--- config.mk ---
export PLATFORM = sky130hd
export DESIGN_NAME = windowed_watchdog_timer
export DESIGN_NICKNAME = d
export VERILOG_FILES = /design/src/rtl/wwdt_pkg.sv /design/src/rtl/windowed_watchdog_timer.sv /design/src/rtl/wwdt_len_dec.sv /design/src/rtl/wwdt_core.sv
export VERILOG_INCLUDE_DIRS = /design/src /design/src/rtl
export SDC_FILE = /design/constraint.sdc
export NUM_CORES = 1
export LEC_CHECK = 0
export BUFFER_PORTS_ARGS = -buffer_cell sky130_fd_sc_hd__buf_2
export CAP_MARGIN = 15
export CORE_ASPECT_RATIO = 1.1
export CORE_MARGIN = 2
export CORE_UTILIZATION = 60
export CTS_CLUSTER_SIZE = 20
export DETAILED_ROUTE_END_ITERATION = 10
export GPL_TIMING_DRIVEN = 0
export PLACE_DENSITY_LB_ADDON = 0.25
export SKIP_LAST_GASP = 1
export SYNTH_ARGS = -nofsm -noshare
export SYNTH_HDL_FRONTEND = slang
export SYNTH_HIERARCHICAL = 1
export SYNTH_SLANG_ARGS = --single-unit
--- constraint.sdc ---
create_clock -name clk -period 9.7 [get_ports clk]
set_clock_uncertainty 0.05 [all_clocks]
set_input_delay 0.485 -clock clk [delete_from_list [all_inputs] [get_ports clk]]
set_output_delay 0.485 -clock clk [all_outputs]
set_load 0.02 [all_outputs]
--- src/rtl/windowed_watchdog_timer_defines.svh ---
// Assertion helpers used by the watchdog top-level RTL.
`ifndef WINDOWED_WATCHDOG_TIMER_DEFINES_SVH
`define WINDOWED_WATCHDOG_TIMER_DEFINES_SVH

// Same-cycle implication, checked on every rising clk outside reset.
`define WWDT_ASSERT_NOW(name, ante, cons) \
  name: assert property (@(posedge clk) disable iff (rst) (ante) |-> (cons)) \
    else $error("watchdog check failed");

// Next-cycle implication, checked on every rising clk outside reset.
`define WWDT_ASSERT_NEXT(name, ante, cons) \
  name: assert property (@(posedge clk) disable iff (rst) (ante) |=> (cons)) \
    else $error("watchdog check failed");

`endif

--- src/rtl/wwdt_pkg.sv ---
package wwdt_pkg;

  localparam int CLK_W        = 27;
  localparam int LEN_W        = 32;
  localparam int CODE_W       = 4;
  localparam int OP_W         = 3;
  localparam int BYTE_W       = 8;
  localparam int ADDR_W       = 3;
  localparam int DATA_W       = 32;
  localparam int MAX_CODE_DEF = 11;

  localparam logic [CLK_W-1:0]  CLOCK_HZ_RST = CLK_W'(16000000);
  localparam logic [ADDR_W-1:0] ADDR_CLOCK_HZ = ADDR_W'(0);

  localparam logic [OP_W-1:0] OP_TICK     = OP_W'(0);
  localparam logic [OP_W-1:0] OP_WDR      = OP_W'(1);
  localparam logic [OP_W-1:0] OP_WR_CTRL  = OP_W'(2);
  localparam logic [OP_W-1:0] OP_WR_STAT  = OP_W'(3);
  localparam logic [OP_W-1:0] OP_RD_STAT  = OP_W'(4);

  localparam logic [BYTE_W-1:0] LOCK_MASK = BYTE_W'(8'h80);

  // One registered input beat, with both period lengths already decoded.
  typedef struct packed {
    logic [OP_W-1:0]   op;
    logic [BYTE_W-1:0] wdata;
    logic              ccp_open;
    logic [LEN_W-1:0]  timeout_len;
    logic [LEN_W-1:0]  window_len;
  } item_t;

endpackage

--- src/rtl/windowed_watchdog_timer.sv ---
// Windowed watchdog timer, reset only. Unless stalled, one beat enters per
// clock: a tick, a watchdog restart (WDR), a control-byte write, a status
// write or a status read; each beat yields exactly one result beat (rdata,
// device_reset). The control byte low nibble picks the timeout, the high
// nibble the closed window: code c in 1..MAX_CODE means (8 << (c-1)) *
// clock_hz / 1024 ticks (at least 1), any other code means off. device_reset
// is 1 on the result of the tick that reaches the timeout, or of a WDR that
// lands inside the closed window; that event also clears the control byte,
// the lock and the count. Each beat passes an input register (where the
// period nibbles are decoded to tick counts) and a result register, with
// the state update done between them; a new beat can enter while the one
// before it moves on. clock_hz sits at APB byte address 0 and should only
// be written while the block is idle.
`include "windowed_watchdog_timer_defines.svh"

module windowed_watchdog_timer #(
  parameter int MAX_CODE = wwdt_pkg::MAX_CODE_DEF
) (
  input  logic                        clk,
  input  logic                        rst,
  // APB configuration port
  input  logic                        psel,
  input  logic                        penable,
  input  logic                        pwrite,
  input  logic [wwdt_pkg::ADDR_W-1:0] paddr,
  input  logic [wwdt_pkg::DATA_W-1:0] pwdata,
  output logic [wwdt_pkg::DATA_W-1:0] prdata,
  output logic                        pready,
  // input beat channel
  input  logic                        in_valid,
  output logic                        in_stall,
  input  logic [wwdt_pkg::OP_W-1:0]   op,
  input  logic [wwdt_pkg::BYTE_W-1:0] wdata,
  input  logic                        ccp_open,
  // result beat channel
  output logic                        out_valid,
  input  logic                        out_stall,
  output logic [wwdt_pkg::BYTE_W-1:0] rdata,
  output logic                        device_reset
);

  logic [wwdt_pkg::CLK_W-1:0] clock_hz;
  logic                       cfg_wr;

  wwdt_pkg::item_t            item_q;
  logic                       item_vld;
  logic                       take;
  logic                       in_accept;
  logic [wwdt_pkg::LEN_W-1:0] timeout_dec;
  logic [wwdt_pkg::LEN_W-1:0] window_dec;

  // Config register: a single word, fully decoded so stray addresses drop.
  assign pready = 1'b1;
  assign cfg_wr = psel && penable && pwrite && (paddr == wwdt_pkg::ADDR_CLOCK_HZ);
  assign prdata = (paddr == wwdt_pkg::ADDR_CLOCK_HZ) ?
                  wwdt_pkg::DATA_W'(clock_hz) : '0;

  always_ff @(posedge clk) begin
    if (rst) begin
      clock_hz <= wwdt_pkg::CLOCK_HZ_RST;
    end else if (cfg_wr) begin
      clock_hz <= pwdata[wwdt_pkg::CLK_W-1:0];
    end
  end

  // Decode both nibbles on the way in so the state update only compares.
  wwdt_len_dec #(.MAX_CODE(MAX_CODE)) u_dec_timeout (
    .code     (wdata[3:0]),
    .clock_hz (clock_hz),
    .len      (timeout_dec)
  );

  wwdt_len_dec #(.MAX_CODE(MAX_CODE)) u_dec_window (
    .code     (wdata[7:4]),
    .clock_hz (clock_hz),
    .len      (window_dec)
  );

  // Input register: stall only while a held beat cannot advance.
  assign in_stall  = item_vld && !take;
  assign in_accept = in_valid && !in_stall;

  always_ff @(posedge clk) begin
    if (rst) begin
      item_vld <= 1'b0;
    end else if (in_accept) begin
      item_vld <= 1'b1;
    end else if (take) begin
      item_vld <= 1'b0;
    end
  end

  always_ff @(posedge clk) begin
    if (in_accept) begin
      item_q.op          <= op;
      item_q.wdata       <= wdata;
      item_q.ccp_open    <= ccp_open;
      item_q.timeout_len <= timeout_dec;
      item_q.window_len  <= window_dec;
    end
  end

  wwdt_core u_core (
    .clk          (clk),
    .rst          (rst),
    .item_vld     (item_vld),
    .item         (item_q),
    .take         (take),
    .out_valid    (out_valid),
    .out_stall    (out_stall),
    .rdata        (rdata),
    .device_reset (device_reset)
  );

  // An empty input register never pushes back.
  `WWDT_ASSERT_NOW(a_empty_no_stall, !item_vld, !in_stall)
  // A held beat with a free result slot always yields a result next cycle.
  `WWDT_ASSERT_NEXT(a_beat_advances, item_vld && !out_valid, out_valid)
  // A nonzero rdata never comes with a fire, and only ever shows the lock bit.
  `WWDT_ASSERT_NOW(a_rdata_lock_only, out_valid && rdata != '0,
                   !device_reset && rdata == wwdt_pkg::LOCK_MASK)

endmodule

--- src/rtl/wwdt_len_dec.sv ---
module wwdt_len_dec #(
  parameter int MAX_CODE = wwdt_pkg::MAX_CODE_DEF
) (
  input  logic [wwdt_pkg::CODE_W-1:0] code,
  input  logic [wwdt_pkg::CLK_W-1:0]  clock_hz,
  output logic [wwdt_pkg::LEN_W-1:0]  len
);

  // (8 << (code-1)) * clock / 1024 == (clock << (code+2)) >> 10
  localparam int SHIFT_MAX = (1 << wwdt_pkg::CODE_W) + 1;
  localparam int WIDE_W    = wwdt_pkg::CLK_W + SHIFT_MAX;
  localparam int CYC_W     = WIDE_W - 10;

  logic [wwdt_pkg::CODE_W:0] shamt;
  logic [WIDE_W-1:0]         wide;
  logic [CYC_W-1:0]          cycles;
  logic                      code_ok;

  assign shamt   = {1'b0, code} + (wwdt_pkg::CODE_W + 1)'(2);
  assign wide    = {{SHIFT_MAX{1'b0}}, clock_hz} << shamt;
  assign cycles  = wide[WIDE_W-1:10];
  assign code_ok = (code != '0) && (32'(code) <= 32'(MAX_CODE));

  always_comb begin
    if (!code_ok) begin
      len = '0;
    end else if (cycles == '0) begin
      len = wwdt_pkg::LEN_W'(1);
    end else if (|cycles[CYC_W-1:wwdt_pkg::LEN_W]) begin
      len = '1;
    end else begin
      len = cycles[wwdt_pkg::LEN_W-1:0];
    end
  end

endmodule

--- src/rtl/wwdt_core.sv ---
module wwdt_core (
  input  logic                        clk,
  input  logic                        rst,
  input  logic                        item_vld,
  input  wwdt_pkg::item_t             item,
  output logic                        take,
  output logic                        out_valid,
  input  logic                        out_stall,
  output logic [wwdt_pkg::BYTE_W-1:0] rdata,
  output logic                        device_reset
);

  logic [wwdt_pkg::BYTE_W-1:0] control_byte, control_byte_next;
  logic                        lock_bit, lock_bit_next;
  logic [wwdt_pkg::LEN_W-1:0]  timeout_len, timeout_len_next;
  logic [wwdt_pkg::LEN_W-1:0]  window_len, window_len_next;
  logic [wwdt_pkg::LEN_W-1:0]  elapsed_count, elapsed_count_next;
  logic [wwdt_pkg::BYTE_W-1:0] rdata_next;
  logic                        fire;

  assign take = item_vld && (!out_valid || !out_stall);

  always_comb begin
    control_byte_next  = control_byte;
    lock_bit_next      = lock_bit;
    timeout_len_next   = timeout_len;
    window_len_next    = window_len;
    elapsed_count_next = elapsed_count;
    rdata_next         = '0;
    fire               = 1'b0;
    case (item.op)
      wwdt_pkg::OP_TICK: begin
        if (timeout_len != '0) begin
          if (elapsed_count != '1) begin
            elapsed_count_next = elapsed_count + wwdt_pkg::LEN_W'(1);
          end
          fire = (elapsed_count_next >= timeout_len);
        end
      end
      wwdt_pkg::OP_WDR: begin
        if (timeout_len != '0) begin
          if (window_len != '0 && elapsed_count < window_len) begin
            fire = 1'b1;
          end else begin
            elapsed_count_next = '0;
          end
        end
      end
      wwdt_pkg::OP_WR_CTRL: begin
        if (!lock_bit && item.ccp_open) begin
          control_byte_next  = item.wdata;
          timeout_len_next   = item.timeout_len;
          window_len_next    = item.window_len;
          elapsed_count_next = '0;
        end
      end
      wwdt_pkg::OP_WR_STAT: begin
        if ((item.wdata & wwdt_pkg::LOCK_MASK) != '0) begin
          lock_bit_next = 1'b1;
        end
      end
      wwdt_pkg::OP_RD_STAT: begin
        rdata_next = lock_bit ? wwdt_pkg::LOCK_MASK : '0;
      end
      default: begin
      end
    endcase
    if (fire) begin
      control_byte_next  = '0;
      lock_bit_next      = 1'b0;
      timeout_len_next   = '0;
      window_len_next    = '0;
      elapsed_count_next = '0;
    end
  end

  always_ff @(posedge clk) begin
    if (rst) begin
      control_byte  <= '0;
      lock_bit      <= 1'b0;
      timeout_len   <= '0;
      window_len    <= '0;
      elapsed_count <= '0;
      out_valid     <= 1'b0;
    end else begin
      if (take) begin
        control_byte  <= control_byte_next;
        lock_bit      <= lock_bit_next;
        timeout_len   <= timeout_len_next;
        window_len    <= window_len_next;
        elapsed_count <= elapsed_count_next;
        out_valid     <= 1'b1;
      end else if (!out_stall) begin
        out_valid <= 1'b0;
      end
    end
  end

  // Result payload: load with each processed beat, hold otherwise.
  always_ff @(posedge clk) begin
    if (take) begin
      rdata        <= rdata_next;
      device_reset <= fire;
    end
  end

endmodule

# ---- Yosys cells after proc, flatten, opt, wreduce, memory -nomap -nowiden
# Cells that the tools add are included.
dict set report totals {
  input_bits 54
  reg_bits 211
}
dict set report op_classes {
  bitwise 2
  n_shift 2
  n_lt_le_gt_ge 4
  addsub 3
  n_eq_ne 10
  n_mux 32
  n_reduce_logical 37
}
# op count
set op_table {}
lappend op_table {{$mux W32} 16}
lappend op_table {{$pmux W32 S3} 1}
lappend op_table {{$shl A27 B5 Y44} 2}
lappend op_table {{$logic_not A34 Y1} 2}
lappend op_table {{$reduce_bool A32 Y1} 2}
lappend op_table {{$add A32 B1 Y32 const B} 1}
lappend op_table {{$ge A32 B32 Y1} 1}
lappend op_table {{$lt A32 B32 Y1} 1}
lappend op_table {{$ne A32 B32 Y1 const B} 1}
lappend op_table {{$mux W27} 1}
lappend op_table {{$mux W1} 12}
lappend op_table {{$reduce_bool A4 Y1} 3}
lappend op_table {{$add A4 B2 Y5 const B} 2}
lappend op_table {{$logic_and A1 B1 Y1} 10}
lappend op_table {{$reduce_bool A2 Y1} 5}
lappend op_table {{$ne A3 B1 Y1 const B} 3}
lappend op_table {{$le A4 B4 Y1 const B} 2}
lappend op_table {{$mux W8} 1}
lappend op_table {{$reduce_or A2 Y1} 4}
lappend op_table {{$eq A3 B2 Y1 const B} 2}
lappend op_table {{$logic_not A3 Y1} 2}
lappend op_table {{$reduce_and A3 Y1} 2}
lappend op_table {{$reduce_and A6 Y1} 1}
lappend op_table {{$logic_not A1 Y1} 5}
lappend op_table {{other kinds (7)} 8}

# ---- Longest topological paths before layout
dict set report depth {
  word_depth 9
  depth_mapped 18
  mapped_depth_nobuf 15
}

# ---- Cells and area by module
# Netlist, hierarchy kept.
# mod cells_each instances area_each_um2 seq_area_each_um2
set by_module_without_submodules {}
lappend by_module_without_submodules {wwdt_core 800 1 6399.9 2021.9}
lappend by_module_without_submodules {wwdt_len_dec 320 2 2620.0 0.0}
lappend by_module_without_submodules {windowed_watchdog_timer 237 1 3783.6 2842.7}

# ---- Least setup slack after synthesis
# Ideal clock, no wire load.
dict set report synth_path {
  kind {input-to-reg}
  start {in out_stall}
  end {reg item_q[0] (netlist name), enable pin}
  setup_slack_ps 4555
  t_required_ps 9132
  cell_stages 3
  setup_ps 518
  arrival_time_ps 4577
  n_path_buf 0
  path_cell_list {a21boi_1 nor2b_1 nor2b_1}
}
dict set report synth_between {
  elab_chain_len 7
}
# item line
set synth_rtl {}
lappend synth_rtl {{start: declaration} windowed_watchdog_timer.sv:37} ;# input logic out_stall,
lappend synth_rtl {{$logic_not A1 Y1} wwdt_core.sv:21} ;# assign take = item_vld && (!out_valid || !out_stall);
lappend synth_rtl {{$logic_or A1 B1 Y1} wwdt_core.sv:21}
lappend synth_rtl {{$logic_and A1 B1 Y1} wwdt_core.sv:21}
lappend synth_rtl {{$logic_not A1 Y1} windowed_watchdog_timer.sv:80} ;# assign in_stall = item_vld && !take;
lappend synth_rtl {{$logic_and A1 B1 Y1} windowed_watchdog_timer.sv:80}
lappend synth_rtl {{named net in_stall} windowed_watchdog_timer.sv:31} ;# output logic in_stall,
lappend synth_rtl {{$logic_not A1 Y1} windowed_watchdog_timer.sv:81} ;# assign in_accept = in_valid && !in_stall;
lappend synth_rtl {{$logic_and A1 B1 Y1} windowed_watchdog_timer.sv:81}
lappend synth_rtl {{named net in_accept} windowed_watchdog_timer.sv:48} ;# logic in_accept;
lappend synth_rtl {{end: declaration} windowed_watchdog_timer.sv:45} ;# wwdt_pkg::item_t item_q;
# The timed path passes the listed nets, and every way through them passes these cells.
# A chain may end at the register's enable or synchronous reset.

# ---- Worst setup path after layout
dict set report layout_path {
  start {reg u_core/elapsed_count[12] (netlist name)}
  end {reg u_core/elapsed_count[7] (netlist name)}
}
dict set report layout_between {
  elab_chain_len 9
}
# item line
set layout_rtl {}
lappend layout_rtl {{start: declaration} wwdt_core.sv:17} ;# logic [wwdt_pkg::LEN_W-1:0] elapsed_count, elapsed_count_next;
lappend layout_rtl {{start signal: assignment} wwdt_core.sv:91} ;# elapsed_count <= elapsed_count_next;
lappend layout_rtl {{$add A32 B1 Y32 or $ne A32 B32 Y1 (tied branches)} {wwdt_core.sv:35, wwdt_core.sv:34}}
lappend layout_rtl {{$mux W32} wwdt_core.sv:34} ;# if (elapsed_count != '1) begin
lappend layout_rtl {{$mux W32} wwdt_core.sv:33} ;# if (timeout_len != '0) begin
lappend layout_rtl {{$mux W32} wwdt_core.sv:31} ;# case (item.op)
lappend layout_rtl {{$ge A32 B32 Y1} wwdt_core.sv:37} ;# fire = (elapsed_count_next >= timeout_len);
lappend layout_rtl {{$mux W1} wwdt_core.sv:33}
lappend layout_rtl {{$pmux W1 S2} wwdt_core.sv:31}
lappend layout_rtl {{$ne A3 B1 Y1 (no source line) (tied with other cells)} n/a}
lappend layout_rtl {{$reduce_and A6 Y1 (no source line)} n/a}
# Several ways; a longest one is shown, not always the timed one. The select of a mux whose other input is x is not followed.

==> metrics.txt <==
outcome finished clean; first-pass GRT wire length 77.46 mm; Cells after Synth 1670; nets@finish 1897; Vias 14.05k; Area growth syn-to-layout 9.351%; number of buffers created by CTS 17; vias in the first global route 13.31k; worst path cell trace buf_2 -> nand4_1 -> nor2_1 -> nand3_1 -> o21ai_2 -> nor2_1 -> xor2_1 -> ha_1 -> nand3_1 -> nand2_1 -> a2111oi_0 -> a31oi_2 -> o41ai_4 -> buf_2 -> o21ai_0 -> a21oi_1; RSZ-0062 raised after global routing no; clk slew on worst S/H paths 0.07 ns; DP Area 0.01607 mm2; CTS hold repair buffers 0; setup TNS 0 ns; hpwl dp 38.81 mm; crit path time final 5.602 ns; max incr delay on CP 0.71 ns; Max VDD drop 93.41 uV; Tot GR Track Use 0.3792; Worst Path Required 10.02 ns; f_max 178.5 MHz; wire per inst 24.10 um; commonest non-fill, non-tap cells in the layout nand2_1, dfxtp_1, mux2i_1; syn avg cell area 9.110 um2; # placed instances 2073; Worst setup EP type flop; slowest cell on the critical path a2111oi_0; part of the cycle the worst path needs 0.5776; Pleak 6.241 nW; final setup violation count 0; vias per inst 6.670; kind of critical path reg -> reg; Post-DRT Antenna Nets 0; max_slew headroom 0.2685; worst setup margin 4.098 ns; CTS sink count 197; CTS tree done; Arr. time, crit path 5.92 ns; Worst-Margin Slew 1.095 ns; Starting Density 0.6059; # Post-CTS Setup Buffers 0; total die area 0.02665 mm2; WP buf/inv 2; mapped cell area 0.01521 mm2; CTS root buffer clkbuf_16; startpoint types flop; initial antenna violation count 1; Final Max Tran Viols 0; critical path peak fanout 10; final instance area 0.01664 mm2; Power Density 127.0 mW/mm2; Top Family by Delay on Critical Path compound AO/OA/AOI/OAI gates; share of cells above drive strength 1 0.1760; Hold Crit Class in -> reg; max-cap viol count 0; Hold Fails Final Rpt 0; CTS H-tree depth 4; DRC viols 0; DR iter-0 viols 1497; IO Pins 98; clock buffer depth 2; cts repair resizes 0; largest net degree at the start of global routing 36; Synth warnings 6; Die X 155.8 um; IO Port Bufs 76; Routed Wire Length 50.75 mm; Die Y 171.0 um; core area 0.02511 mm2; Final Wtd Congestion 1.068; non-filler instance count after layout 2106; most common cell after layout, fill and taps aside nand2_1; FILL cells 2081; 1st-pass router iterations 8; final core occ 0.6625; DP Worst Slack 4.504 ns; total gr overflow 0; clock latency on the worst-skew pair 0.44 ns; Rows 61
[state kept, by name (all words and copies together), names as in the netlist]
register,count
clock_hz,27
item_q,69
item_vld,1
u_core/device_reset,1
u_core/elapsed_count,32
u_core/lock_bit,1
u_core/out_valid,1
u_core/rdata,1
u_core/timeout_len,32
u_core/window_len,32
[worst paths after layout]
| path | startpoint | to | slack, ns | cells past startpoint |
|---|---|---|---|---|
| max | u_core/elapsed_count[12] | u_core/elapsed_count[7] | 4.10 | 16 |
| min | op[0] | item_q[73] | 0.17 | 1 |
| max reg2reg | u_core/elapsed_count[12] | u_core/elapsed_count[7] | 4.10 | 16 |
| min reg2reg | item_q[28] | u_core/window_len[28] | 0.43 | 2 |
[metal layers]
metal,part of all wire,GRT usage,up-vias
li1,-,-,6430
met1,0.40,0.4665,6564
met2,0.45,0.6112,839
met3,0.081,0.07953,215
met4,0.069,0.2337,0
met5,0,0,-
[cell type report]
class / count / area [um2] / area share
Multi-Input combinational cell: 1275 / 9585 / 0.5762
Sequential cell: 197 / 4654 / 0.2798
Antenna cell: 1 / 2.502 / 0.0001504
Clock inverter: 13 / 127.6 / 0.007671
Buffer: 132 / 733.2 / 0.04407
Timing Repair Buffer: 78 / 420.4 / 0.02527
Clock buffer: 19 / 432.9 / 0.02602
Tap cell: 315 / 394.1 / 0.02369
Inverter: 76 / 285.3 / 0.01715
[worst register-to-register path, stage by stage, from the launching register on]
cell and delay, ns:
dfxtp_1 0.56, buf_2 0.26, nand4_1 0.22, nor2_1 0.56, nand3_1 0.27, o21ai_2 0.44, nor2_1 0.10, xor2_1 0.43
ha_1 0.34, nand3_1 0.09, nand2_1 0.05, a2111oi_0 0.71, a31oi_2 0.25, o41ai_4 0.54, buf_2 0.39, o21ai_0 0.14
a21oi_1 0.16
[through the flow]
stage	total power [mW]	hold WS (ns)
global route	2.185	0.1526
floorplan	1.280	0.3946
detailed placement	1.427	0.4203
CTS	2.102	0.1516
global placement	1.424	0.4086
finish	2.114	0.1670
[power breakdown]
part	internal, mW	switching [mW]
Sequential	0.900	0.0272
Combinational	0.190	0.309
Clock	0.358	0.328
Total	1.45	0.665
Note: power is estimated with default switching activity, not from simulation.
